$ cat config.mk
export PLATFORM = sky130hd
export DESIGN_NAME = indexed_list_insert_delete_unit
export DESIGN_NICKNAME = d
export VERILOG_FILES = /design/src/sv/ilid_pkg.sv /design/src/sv/indexed_list_insert_delete_unit.sv /design/src/sv/ilid_mem.sv /design/src/sv/ilid_ctrl.sv
export SDC_FILE = /design/constraint.sdc
export NUM_CORES = 2
export LEC_CHECK = 0
export BUFFER_PORTS_ARGS = -buffer_cell sky130_fd_sc_hd__buf_2
export CORE_AREA = 3 3 473 475
export CTS_BUF_LIST = sky130_fd_sc_hd__clkbuf_16
export DETAILED_ROUTE_END_ITERATION = 6
export DIE_AREA = 0 0 476 478
export GPL_ROUTABILITY_DRIVEN = 0
export GPL_TIMING_DRIVEN = 1
export SETUP_SLACK_MARGIN = 0.15
export SLEW_MARGIN = 20
export SYNTH_ARGS = -nofsm -noshare
export SYNTH_HDL_FRONTEND = slang
export SYNTH_SLANG_ARGS = --single-unit
$ cat constraint.sdc
create_clock -name aclk -period 10 [get_ports aclk]
set_clock_uncertainty 0.15 [all_clocks]
set_input_delay 2 -clock aclk [delete_from_list [all_inputs] [get_ports aclk]]
set_output_delay 2 -clock aclk [all_outputs]
set_load 0.01 [all_outputs]
$ cat src/sv/ilid_pkg.sv
// ----------------------------------------------------------------------------
// Indexed list insert/delete unit: shared package
// Field widths, stream packing, command codes, sequencer states and the
// result record that passes from the sequencer to the output stage.
// ----------------------------------------------------------------------------
`default_nettype none

package ilid_pkg;

    localparam int FUNC_W      = 2;
    localparam int POS_W       = 7;
    localparam int DATA_W      = 32;
    localparam int LEN_OUT_W   = 7;
    localparam int S_TDATA_W   = 40;
    localparam int M_TDATA_W   = 40;

    typedef enum logic [FUNC_W-1:0] {
        FUNC_READ   = 2'd0,
        FUNC_WRITE  = 2'd1,
        FUNC_INSERT = 2'd2,
        FUNC_REMOVE = 2'd3
    } func_t;

    typedef enum logic [2:0] {
        ST_IDLE,
        ST_EXEC,
        ST_RD_WAIT,
        ST_SHIFT,
        ST_PLACE,
        ST_FINISH
    } state_t;

    typedef struct packed {
        logic                 error;
        logic [LEN_OUT_W-1:0] length_after;
        logic [DATA_W-1:0]    read_data;
    } result_t;

endpackage

`default_nettype wire

$ cat src/sv/indexed_list_insert_delete_unit.sv
// ----------------------------------------------------------------------------
// Indexed list insert/delete unit
// Ordered list of signed 32-bit values addressed by position, with read,
// overwrite, insert-before and remove commands.
// ----------------------------------------------------------------------------
// Commands arrive as beats on the s_ stream: s_tuser carries the operation,
// s_tdata the position and the value. Every command returns exactly one beat
// on the m_ stream with the value read, the element count after the command
// and an error flag. A rejected command leaves the list unchanged.
// The sequencer takes one command at a time. A read passes through the
// execute and read-wait states, and an overwrite or an append writes in
// the execute state. An insert moves each element from the last one down
// to the position up by one place and then writes the new value; a remove
// moves each element after the position down by one place. Each shifted
// element needs one pass through the single read port and single write
// port of the element store. A new command is taken only once the result
// has gone to the output register and the sequencer is idle again.
// The result sits in an output register, so a new command is taken while
// an earlier result waits; when the receiver stalls with a result still
// held, the next command completes and then waits until the register frees.
// Reset empties the list; stored values are not cleared.
// ----------------------------------------------------------------------------
`default_nettype none

module indexed_list_insert_delete_unit
    import ilid_pkg::*;
#(
    parameter int CAPACITY = 64
) (
    input  wire logic                 aclk,
    input  wire logic                 aresetn,
    input  wire logic                 s_tvalid,
    output logic                      s_tready,
    // position [6:0], data_in [38:7], zero [39]
    input  wire logic [S_TDATA_W-1:0] s_tdata,
    // func [1:0]
    input  wire logic [FUNC_W-1:0]    s_tuser,
    output logic                      m_tvalid,
    input  wire logic                 m_tready,
    // read_data [31:0], length_after [38:32], error [39]
    output logic      [M_TDATA_W-1:0] m_tdata
);

    localparam int ADDR_W = $clog2(CAPACITY);
    localparam int LEN_W  = $clog2(CAPACITY + 1);

    logic              res_valid;
    logic              res_free;
    result_t           res;
    logic              mem_wr_en;
    logic [ADDR_W-1:0] mem_wr_addr;
    logic [DATA_W-1:0] mem_wr_data;
    logic              mem_rd_en;
    logic [ADDR_W-1:0] mem_rd_addr;
    logic [DATA_W-1:0] mem_rd_data;
    logic              out_valid_reg, out_valid_next;
    result_t           out_reg, out_next;

    ilid_ctrl #(
        .CAPACITY (CAPACITY),
        .ADDR_W   (ADDR_W),
        .LEN_W    (LEN_W)
    ) u_ctrl (
        .aclk        (aclk),
        .aresetn     (aresetn),
        .cmd_valid   (s_tvalid),
        .cmd_ready   (s_tready),
        .cmd_func    (func_t'(s_tuser)),
        .cmd_pos     (s_tdata[POS_W-1:0]),
        .cmd_data    (s_tdata[POS_W +: DATA_W]),
        .res_valid   (res_valid),
        .res_free    (res_free),
        .res         (res),
        .mem_wr_en   (mem_wr_en),
        .mem_wr_addr (mem_wr_addr),
        .mem_wr_data (mem_wr_data),
        .mem_rd_en   (mem_rd_en),
        .mem_rd_addr (mem_rd_addr),
        .mem_rd_data (mem_rd_data)
    );

    ilid_mem #(
        .DEPTH  (CAPACITY),
        .ADDR_W (ADDR_W)
    ) u_mem (
        .aclk    (aclk),
        .wr_en   (mem_wr_en),
        .wr_addr (mem_wr_addr),
        .wr_data (mem_wr_data),
        .rd_en   (mem_rd_en),
        .rd_addr (mem_rd_addr),
        .rd_data (mem_rd_data)
    );

    assign res_free = !out_valid_reg || m_tready;

    always_comb begin
        out_valid_next = out_valid_reg;
        out_next       = out_reg;
        if (res_valid && res_free) begin
            out_valid_next = 1'b1;
            out_next       = res;
        end else if (m_tready) begin
            out_valid_next = 1'b0;
        end
    end

    always_ff @(posedge aclk) begin
        if (!aresetn) begin
            out_valid_reg <= 1'b0;
        end else begin
            out_valid_reg <= out_valid_next;
        end
    end

    always_ff @(posedge aclk) begin
        out_reg <= out_next;
    end

    assign m_tvalid = out_valid_reg;
    assign m_tdata  = M_TDATA_W'(out_reg);

endmodule

`default_nettype wire

$ cat src/sv/ilid_mem.sv
// ----------------------------------------------------------------------------
// Indexed list insert/delete unit: element store
// Single-write, single-read synchronous memory with registered read data.
// ----------------------------------------------------------------------------
`default_nettype none

module ilid_mem
    import ilid_pkg::*;
#(
    parameter int DEPTH  = 64,
    parameter int ADDR_W = 6
) (
    input  wire logic              aclk,
    input  wire logic              wr_en,
    input  wire logic [ADDR_W-1:0] wr_addr,
    input  wire logic [DATA_W-1:0] wr_data,
    input  wire logic              rd_en,
    input  wire logic [ADDR_W-1:0] rd_addr,
    output logic      [DATA_W-1:0] rd_data
);

    logic [DATA_W-1:0] mem [DEPTH];

    always_ff @(posedge aclk) begin
        if (wr_en) begin
            mem[wr_addr] <= wr_data;
        end
    end

    always_ff @(posedge aclk) begin
        if (rd_en) begin
            rd_data <= mem[rd_addr];
        end
    end

endmodule

`default_nettype wire

$ cat src/sv/ilid_ctrl.sv
// ----------------------------------------------------------------------------
// Indexed list insert/delete unit: command sequencer
// Checks each command against the element count and drives the element
// store; insert and remove move one element per cycle through the memory.
// ----------------------------------------------------------------------------
`default_nettype none

module ilid_ctrl
    import ilid_pkg::*;
#(
    parameter int CAPACITY = 64,
    parameter int ADDR_W   = 6,
    parameter int LEN_W    = 7
) (
    input  wire logic              aclk,
    input  wire logic              aresetn,
    input  wire logic              cmd_valid,
    output logic                   cmd_ready,
    input  wire func_t             cmd_func,
    input  wire logic [POS_W-1:0]  cmd_pos,
    input  wire logic [DATA_W-1:0] cmd_data,
    output logic                   res_valid,
    input  wire logic              res_free,
    output result_t                res,
    output logic                   mem_wr_en,
    output logic      [ADDR_W-1:0] mem_wr_addr,
    output logic      [DATA_W-1:0] mem_wr_data,
    output logic                   mem_rd_en,
    output logic      [ADDR_W-1:0] mem_rd_addr,
    input  wire logic [DATA_W-1:0] mem_rd_data
);

    localparam int CMP_W = (LEN_W > POS_W) ? LEN_W : POS_W;

    state_t            state_reg, state_next;
    logic [LEN_W-1:0]  len_reg, len_next;
    func_t             func_reg, func_next;
    logic [CMP_W-1:0]  pos_reg, pos_next;
    logic [DATA_W-1:0] data_reg, data_next;
    logic [ADDR_W-1:0] idx_reg, idx_next;
    logic [DATA_W-1:0] rdv_reg, rdv_next;
    logic              err_reg, err_next;

    logic [CMP_W-1:0]  len_ext;
    logic [LEN_W-1:0]  len_m1;
    logic [ADDR_W-1:0] len_m1_a;
    logic [ADDR_W-1:0] pos_a;
    logic              cmd_err;
    logic              ins_append;
    logic              rem_last;

    assign len_ext    = CMP_W'(len_reg);
    assign len_m1     = len_reg - LEN_W'(1);
    assign len_m1_a   = len_m1[ADDR_W-1:0];
    assign pos_a      = pos_reg[ADDR_W-1:0];
    assign ins_append = (pos_reg == len_ext);
    assign rem_last   = ((pos_reg + CMP_W'(1)) == len_ext);

    always_comb begin
        case (func_reg)
            FUNC_INSERT: cmd_err = (pos_reg > len_ext) || (len_reg == LEN_W'(CAPACITY));
            default:     cmd_err = (pos_reg >= len_ext);
        endcase
    end

    always_ff @(posedge aclk) begin
        if (!aresetn) begin
            state_reg <= ST_IDLE;
            len_reg   <= '0;
        end else begin
            state_reg <= state_next;
            len_reg   <= len_next;
        end
    end

    always_ff @(posedge aclk) begin
        func_reg <= func_next;
        pos_reg  <= pos_next;
        data_reg <= data_next;
        idx_reg  <= idx_next;
        rdv_reg  <= rdv_next;
        err_reg  <= err_next;
    end

    always_comb begin
        state_next = state_reg;
        case (state_reg)
            ST_IDLE: begin
                if (cmd_valid) begin
                    state_next = ST_EXEC;
                end
            end
            ST_EXEC: begin
                if (cmd_err) begin
                    state_next = ST_FINISH;
                end else begin
                    case (func_reg)
                        FUNC_READ:   state_next = ST_RD_WAIT;
                        FUNC_WRITE:  state_next = ST_FINISH;
                        FUNC_INSERT: state_next = ins_append ? ST_FINISH : ST_SHIFT;
                        default:     state_next = rem_last ? ST_FINISH : ST_SHIFT;
                    endcase
                end
            end
            ST_RD_WAIT: state_next = ST_FINISH;
            ST_SHIFT: begin
                if (func_reg == FUNC_INSERT) begin
                    if (idx_reg == pos_a) begin
                        state_next = ST_PLACE;
                    end
                end else if (idx_reg == len_m1_a) begin
                    state_next = ST_FINISH;
                end
            end
            ST_PLACE: state_next = ST_FINISH;
            ST_FINISH: begin
                if (res_free) begin
                    state_next = ST_IDLE;
                end
            end
            default: state_next = ST_IDLE;
        endcase
    end

    // During a shift the write and the read always address different
    // entries, so the store needs no forwarding.
    always_comb begin
        len_next    = len_reg;
        func_next   = func_reg;
        pos_next    = pos_reg;
        data_next   = data_reg;
        idx_next    = idx_reg;
        rdv_next    = rdv_reg;
        err_next    = err_reg;
        mem_wr_en   = 1'b0;
        mem_wr_addr = pos_a;
        mem_wr_data = data_reg;
        mem_rd_en   = 1'b0;
        mem_rd_addr = pos_a;
        cmd_ready   = 1'b0;
        res_valid   = 1'b0;
        case (state_reg)
            ST_IDLE: begin
                cmd_ready = 1'b1;
                if (cmd_valid) begin
                    func_next = cmd_func;
                    pos_next  = CMP_W'(cmd_pos);
                    data_next = cmd_data;
                    rdv_next  = '0;
                    err_next  = 1'b0;
                end
            end
            ST_EXEC: begin
                if (cmd_err) begin
                    err_next = 1'b1;
                end else begin
                    case (func_reg)
                        FUNC_READ: begin
                            mem_rd_en = 1'b1;
                        end
                        FUNC_WRITE: begin
                            mem_wr_en = 1'b1;
                        end
                        FUNC_INSERT: begin
                            if (ins_append) begin
                                mem_wr_en = 1'b1;
                                len_next  = len_reg + LEN_W'(1);
                            end else begin
                                mem_rd_en   = 1'b1;
                                mem_rd_addr = len_m1_a;
                                idx_next    = len_m1_a;
                            end
                        end
                        default: begin
                            if (rem_last) begin
                                len_next = len_m1;
                            end else begin
                                mem_rd_en   = 1'b1;
                                mem_rd_addr = pos_a + ADDR_W'(1);
                                idx_next    = pos_a + ADDR_W'(1);
                            end
                        end
                    endcase
                end
            end
            ST_RD_WAIT: begin
                rdv_next = mem_rd_data;
            end
            ST_SHIFT: begin
                mem_wr_en   = 1'b1;
                mem_wr_data = mem_rd_data;
                if (func_reg == FUNC_INSERT) begin
                    mem_wr_addr = idx_reg + ADDR_W'(1);
                    if (idx_reg != pos_a) begin
                        mem_rd_en   = 1'b1;
                        mem_rd_addr = idx_reg - ADDR_W'(1);
                        idx_next    = idx_reg - ADDR_W'(1);
                    end
                end else begin
                    mem_wr_addr = idx_reg - ADDR_W'(1);
                    if (idx_reg != len_m1_a) begin
                        mem_rd_en   = 1'b1;
                        mem_rd_addr = idx_reg + ADDR_W'(1);
                        idx_next    = idx_reg + ADDR_W'(1);
                    end else begin
                        len_next = len_m1;
                    end
                end
            end
            ST_PLACE: begin
                mem_wr_en = 1'b1;
                len_next  = len_reg + LEN_W'(1);
            end
            ST_FINISH: begin
                res_valid = 1'b1;
            end
            default: begin
            end
        endcase
    end

    assign res.error        = err_reg;
    assign res.length_after = len_ext[LEN_OUT_W-1:0];
    assign res.read_data    = rdv_reg;

endmodule

`default_nettype wire
# Word level (Yosys, flattened, before mapping)
# Memory sizes are Yosys's and may differ from the RTL's. A register that Yosys moved wholly into a read port is not among the register bits.
# Index checks and enable logic that the tools add are counted.
# classes
bitwise	0
addsub	6
div	0
mux	60
order_cmp	2
n_eq_ne	29
n_reduce_logical	20
mul	0
shift	0
# ops
op	n
6-bit two-way mux	14
32-bit two-way mux	2
32-bit case mux with 2 select lines	1
6-bit case mux with 2 select lines	4
7-bit two-way mux	5
3-bit two-way mux	8
7-bit case mux with 3 select lines	1
1-bit two-way mux	17
3-bit case mux with 5 select lines	1
7-bit by 1-bit adder with 7-bit output, second input constant	2
7-bit equality test	2
7-bit case mux with 2 select lines	1
7-bit AND reduction	2
6-bit by 1-bit adder with 6-bit output, second input constant	2
6-bit equality test	2
2-bit inequality test, second input constant	6
3-bit inequality test, second input constant	4
6-bit inequality test	2
3-bit by 1-bit inequality test with 1-bit output, second input constant	3
3-bit case mux with 3 select lines	1
1-bit case mux with 2 select lines	4
2-bit nonzero test	4
7-bit equality test, second input constant	1
7-bit >= comparator	1
21 further kinds	27
# totals
ram_bits	2048
memories	1
latchBits	0
regBits	131
rom_bits	0
output_inout_bits	42
# mem_list
name	depth	word_bits	rd	rd_clocked_by_memory_dff	write_ports	line_no	text
u_mem.mem	64	32	1	1	1	ilid_mem.sv:22	logic [DATA_W-1:0] mem [DEPTH];

# Logic depth before layout (Yosys ltp)
# logic_depth
word_depth	7
mapped_depth	21
mapped_depth_nobuf	14

# Cells and area by module
# From an unflattened synthesis, not the netlist that was laid out.
# hier_totals
hier_cells	3863
area_unflattened_um2	85474.5
# modules_own_cells
module	area_per_inst_um2	n_inst	cells_per_inst	seq_area_each_um2
ilid_mem	78835.6	1	3324	62459.9
ilid_ctrl	5380.2	1	494	2602.5
indexed_list_insert_delete_unit	1258.7	1	45	1221.2

# Least setup slack after synthesis
# Ideal clock, no wire load.
# synth_timing
path_type	register to register
startpoint	register u_ctrl.len_reg[5], in the netlist u_ctrl.len_ext[5]
endpoint	register u_mem.rd_data[0], read port of u_mem.mem, enable pin
stages_incl_launch_ff	10
n_path_buf	1
required_ns	9.383
arrival_ns	4.089
path_slack_ns	5.294
cell_sequence	dfxtp_1 -> inv_1 -> ha_1 -> and4_1 -> clkbuf_1 -> nor2b_1 -> a21bo_1 -> nor2_2 -> o21ai_0 -> o21ai_0
# synth_between
elab_chain_len	5
# synth_rtl
element	line_no	text
start, declared	ilid_ctrl.sv:36	logic [LEN_W-1:0] len_reg, len_next;
start signal, assigned	ilid_ctrl.sv:72	len_reg <= len_next;
7-bit by 1-bit subtractor with 7-bit output, or another cell as far along	ilid_ctrl.sv:53	assign len_m1 = len_reg - LEN_W'(1);
6-bit inequality test, or another cell as far along	ilid_ctrl.sv:201	if (idx_reg != len_m1_a) begin
1-bit two-way mux, or another cell as far along	ilid_ctrl.sv:201	
1-bit two-way mux, on equally long branches	ilid_ctrl.sv:192, ilid_ctrl.sv:154	
1-bit case mux with 2 select lines (*)	ilid_ctrl.sv:142	case (state_reg)
named net mem_rd_en	indexed_list_insert_delete_unit.sv:53	logic mem_rd_en;
end, declared	ilid_mem.sv:19	output logic [DATA_W-1:0] rd_data
# Mark *: on every way through the listed nets, which the timed path passes. The rest lies on a longest branch.
# A chain may end at the register's enable or synchronous reset.

# Worst setup path in the final report
# layout_timing
startpoint	register u_ctrl.func_reg[0]
endpoint	register u_mem.rd_data[16], read port of u_mem.mem, data pin
# layout_between
elab_chain_len	5
# layout_rtl
element	line_no	text
start, declared	ilid_ctrl.sv:37	func_t func_reg, func_next;
start signal, assigned	ilid_ctrl.sv:77	func_reg <= func_next;
2-bit by 1-bit equality test with 1-bit output / 2-bit zero test (equally long branches)	ilid_ctrl.sv:157	case (func_reg)
2-bit OR reduction (no source line)	-	
6-bit case mux with 2 select lines	ilid_ctrl.sv:157	
6-bit two-way mux	ilid_ctrl.sv:154	if (cmd_err) begin
6-bit case mux with 2 select lines	ilid_ctrl.sv:142	
# Parallel ways exist; a longest one is shown, timed or not.

==> run_results.csv <==
group,metric,value,unit
status,status,"finished clean",
pwr,p_clk_share,30.3,%
setup_path,critical_path_arrival,7.12,ns
yosys,synthesis.nets,6308,
setup_path,critPathLaunchType,"flop",
cells_and_area,drive_gt1_share,10.3,%
setup_path,critical_path_class,"reg2reg",
yosys,synth_ff_type,"edfxtp_1",
global_route,grt_usage,21.0,%
pwr,cellLeakagePower,0.0328,uW
route,wl_per_cell,25.9,um
route,vias_per_cell,5.69,
pwr,switchingPower,8200,uW
cells_and_area,largest_reg_flops,2048,
yosys,synth_fa_ha_area_share,0.257,%
yosys,synth_edf_count,2200,
yosys,synthCells,6244,
clocking,cts.path.max_buffers,3,
route,drtIter0Drc,6882,
setup_path,cp.required,10.40,ns
pwr,irDropWorstVdd,0.000217,V
timing,rsz0062_at_grt,"no",
pwr,p_int,16700,uW
global_route,antenna_found_initial,13,
clocking,clock_sinks,2211,
yosys,synth_area_per_cell,14.0,um2
yosys,synth_seq_cells,2211,
clocking,cts_resized,0,
floorplan,num_io_pins,88,
yosys,yosysTopAreaCell,"edfxtp_1",
global_route,grt_pass1_vias,50500,
cells_and_area,largest-register,"u_mem.mem",
cells_and_area,syn2layout_area_growth,12.2,%
cells_and_area,nNetsFinal,6327,
timing,setup_total_negative_slack,0,ns
yosys,synth-xor-area-share,0.484,%
route,ant_nets,0,
timing,fin_crit_sh,67.1,%
yosys,yosys_warnings,0,
global_route,grt_pass1_wl,352000,um
pwr,comb_power_share,25.8,%
global_route,grt_overflow,0,
route,route.vias.total,53600,
floorplan,fp.coreArea,0.220,mm2
yosys,yosysUniqueCellTypes,84,
pwr,seq_power_share,43.9,%
setup_path,crit_fanout,165,
yosys,synth_top_area_share,75.3,%
floorplan,row_count,172,
hold_path,hold_class,"reg2reg",
yosys,ys_seq_area_share,75.6,%
timing,setup_slack,3.29,ns
yosys,synth_compound_area_share,8.33,%
timing,finalMaxSlewViolations,0,
clocking,clock_latency,0.86,ns
timing,worstMarginPinSlew,1.13,ns
cells_and_area,layout_common_cells,"edfxtp_1, nand2_1, a21oi_1",
floorplan,dieHeight,478,um
place,hpwlAfterDp,124000,um
cells_and_area,final_cells,9405,
clocking,cts_setup_buffers,0,
timing,hold_violations,0,
timing,setup_viol,0,
clocking,ctsHoldBuffers,0,
place,port_buffers,86,
route,drc,0,
timing,fin_crit,6.71,ns
pwr,netSwitchingFraction,33.0,%
setup_path,end_kind,"flop",
route,routed_wl,243000,um
clocking,h-tree-depth,4,
yosys,synthTopCellsByArea,"edfxtp_1, nand2_1, a21oi_1",
pwr,p_per_area,253,mW/mm2
floorplan,die_x,476,um
flow_run,cap_violations,0,
clocking,clk_pin_slew,0.06,ns
clocking,cts_tree,"built",
yosys,synthSimpleGateAreaFrac,10.3,%
cells_and_area,final_common_cell,"edfxtp_1",
timing,slew-limit-headroom,24.5,%
floorplan,start_util,39.9,%
yosys,synth_top_family_by_area,"simple AND/OR/NAND/NOR gates",
yosys,muxShareOfSynthArea,2.74,%
floorplan,die-area,0.228,mm2
clocking,clockRootBuffer,"clkbuf_16",
yosys,synthesis.area,0.0877,mm2
global_route,grt_max_degree,166,
yosys,synth-async-reset-ratio,0,%
timing,fmax,149,MHz
route,drtPass1Iterations,6,
place,dpl.cell_count,9008,
place,dp_slack,3.39,ns
clocking,cts_buffers,211,
==> cell type report <==
class / count / area [um2]
Multi-Input combinational cell: 3592 / 20100
Fill cell: 19200 / 121000
Inverter: 22 / 83.8
Tap cell: 2958 / 3700
Sequential cell: 2211 / 66300
Clock buffer: 213 / 5330
Timing Repair Buffer: 225 / 1700
Antenna cell: 10 / 25.0
Clock inverter: 174 / 1160
==> power groups by stage <==
stage	clock network, uW	logic (uW)	registers [uW]
after floorplan	0	4250	11100
after global placement	0	6260	11100
after detailed placement	0	6350	11100
after CTS	7670	6370	10900
after global routing	8040	6970	10900
final	7540	6420	10900
==> logic make-up (layout without fill, tap and decap cells) <==
group | count (synthesis) | in the layout
buf+inv | 441 | 634
xor+xnor | 38 | 38
fa+ha+maj | 18 | 18
other cells | 0 | 10
simple gates | 2156 | 2156
compound gates | 1146 | 1146
flops | 2211 | 2211
mux | 234 | 234
==> worst max-delay path, cell delays in order, from the launching register on <==
cell      delay [ns]
edfxtp_1        0.47
inv_1           0.15
ha_1            0.71
inv_1           0.55
a211oi_1        0.85
inv_1           0.14
nor4_1          0.21
a41oi_1         0.15
nand3_4         0.71
buf_12          0.75
mux2i_1         0.26
a22oi_1         0.13
a32oi_1         0.38
a21oi_1         0.11
or4_1           0.64
==> cells in the mapped netlist (3+ instances only) <==
library cell,count
a211oi_1,13
a21oi_1,592
a221o_1,3
a221oi_1,108
a22oi_1,118
a311oi_1,5
a31oi_1,131
a32oi_1,115
a41oi_1,3
and2_1,37
and3_1,24
buf_1,23
buf_2,195
buf_4,16
buf_6,11
clkbuf_1,174
dfxtp_1,11
edfxtp_1,2200
ha_1,18
inv_1,19
mux2i_1,228
mux4_2,4
nand2_1,1511
nand2b_1,5
nand3_1,391
nand4_1,8
nor2_1,104
nor2b_1,9
nor3_1,13
nor3b_1,3
nor4_1,4
o211a_1,3
o211ai_1,4
o21ai_0,14
o21ai_1,7
o311ai_1,3
or3_1,3
or4_1,26
xnor2_1,20
xnor3_1,5
xor2_1,10
==> worst paths after layout <==
| kind | start | endpoint | slack, ns | cells after the start |
|---|---|---|---|---|
| hold reg to reg | u_ctrl.rdv_reg[3] | m_tdata[3] | 0.27 | 0 |
| setup reg to reg | u_ctrl.func_reg[0] | u_mem.rd_data[16] | 3.29 | 14 |
| hold / removal | u_ctrl.rdv_reg[3] | m_tdata[3] | 0.27 | 0 |
| setup / recovery | u_ctrl.func_reg[0] | u_mem.rd_data[16] | 3.29 | 14 |
==> metal layers <==
metal / routed length, um / GRT usage, % / up-vias
li1: - / - / 23600
met2: 113000 / 32.8 / 2383
met5: 27 / 0 / -
met1: 103000 / 29.9 / 27200
met3: 19400 / 3.14 / 401
met4: 8220 / 7.34 / 4
==> stage by stage <==
| step | power [uW] | utilization, % | hold WS [ns] | instance area [um2] |
|---|---|---|---|---|
| after floorplan | 15300 | - | 0.250 | 87700 |
| after global placement | 17400 | 41.8 | 0.251 | 91800 |
| after detailed placement | 17500 | 41.8 | 0.255 | 91800 |
| after CTS | 25000 | 44.7 | 0.269 | 98300 |
| after global routing | 25900 | 44.8 | 0.271 | 98400 |
| final | 24900 | 44.8 | 0.267 | 98400 |
(Power assumes the default switching activity.)
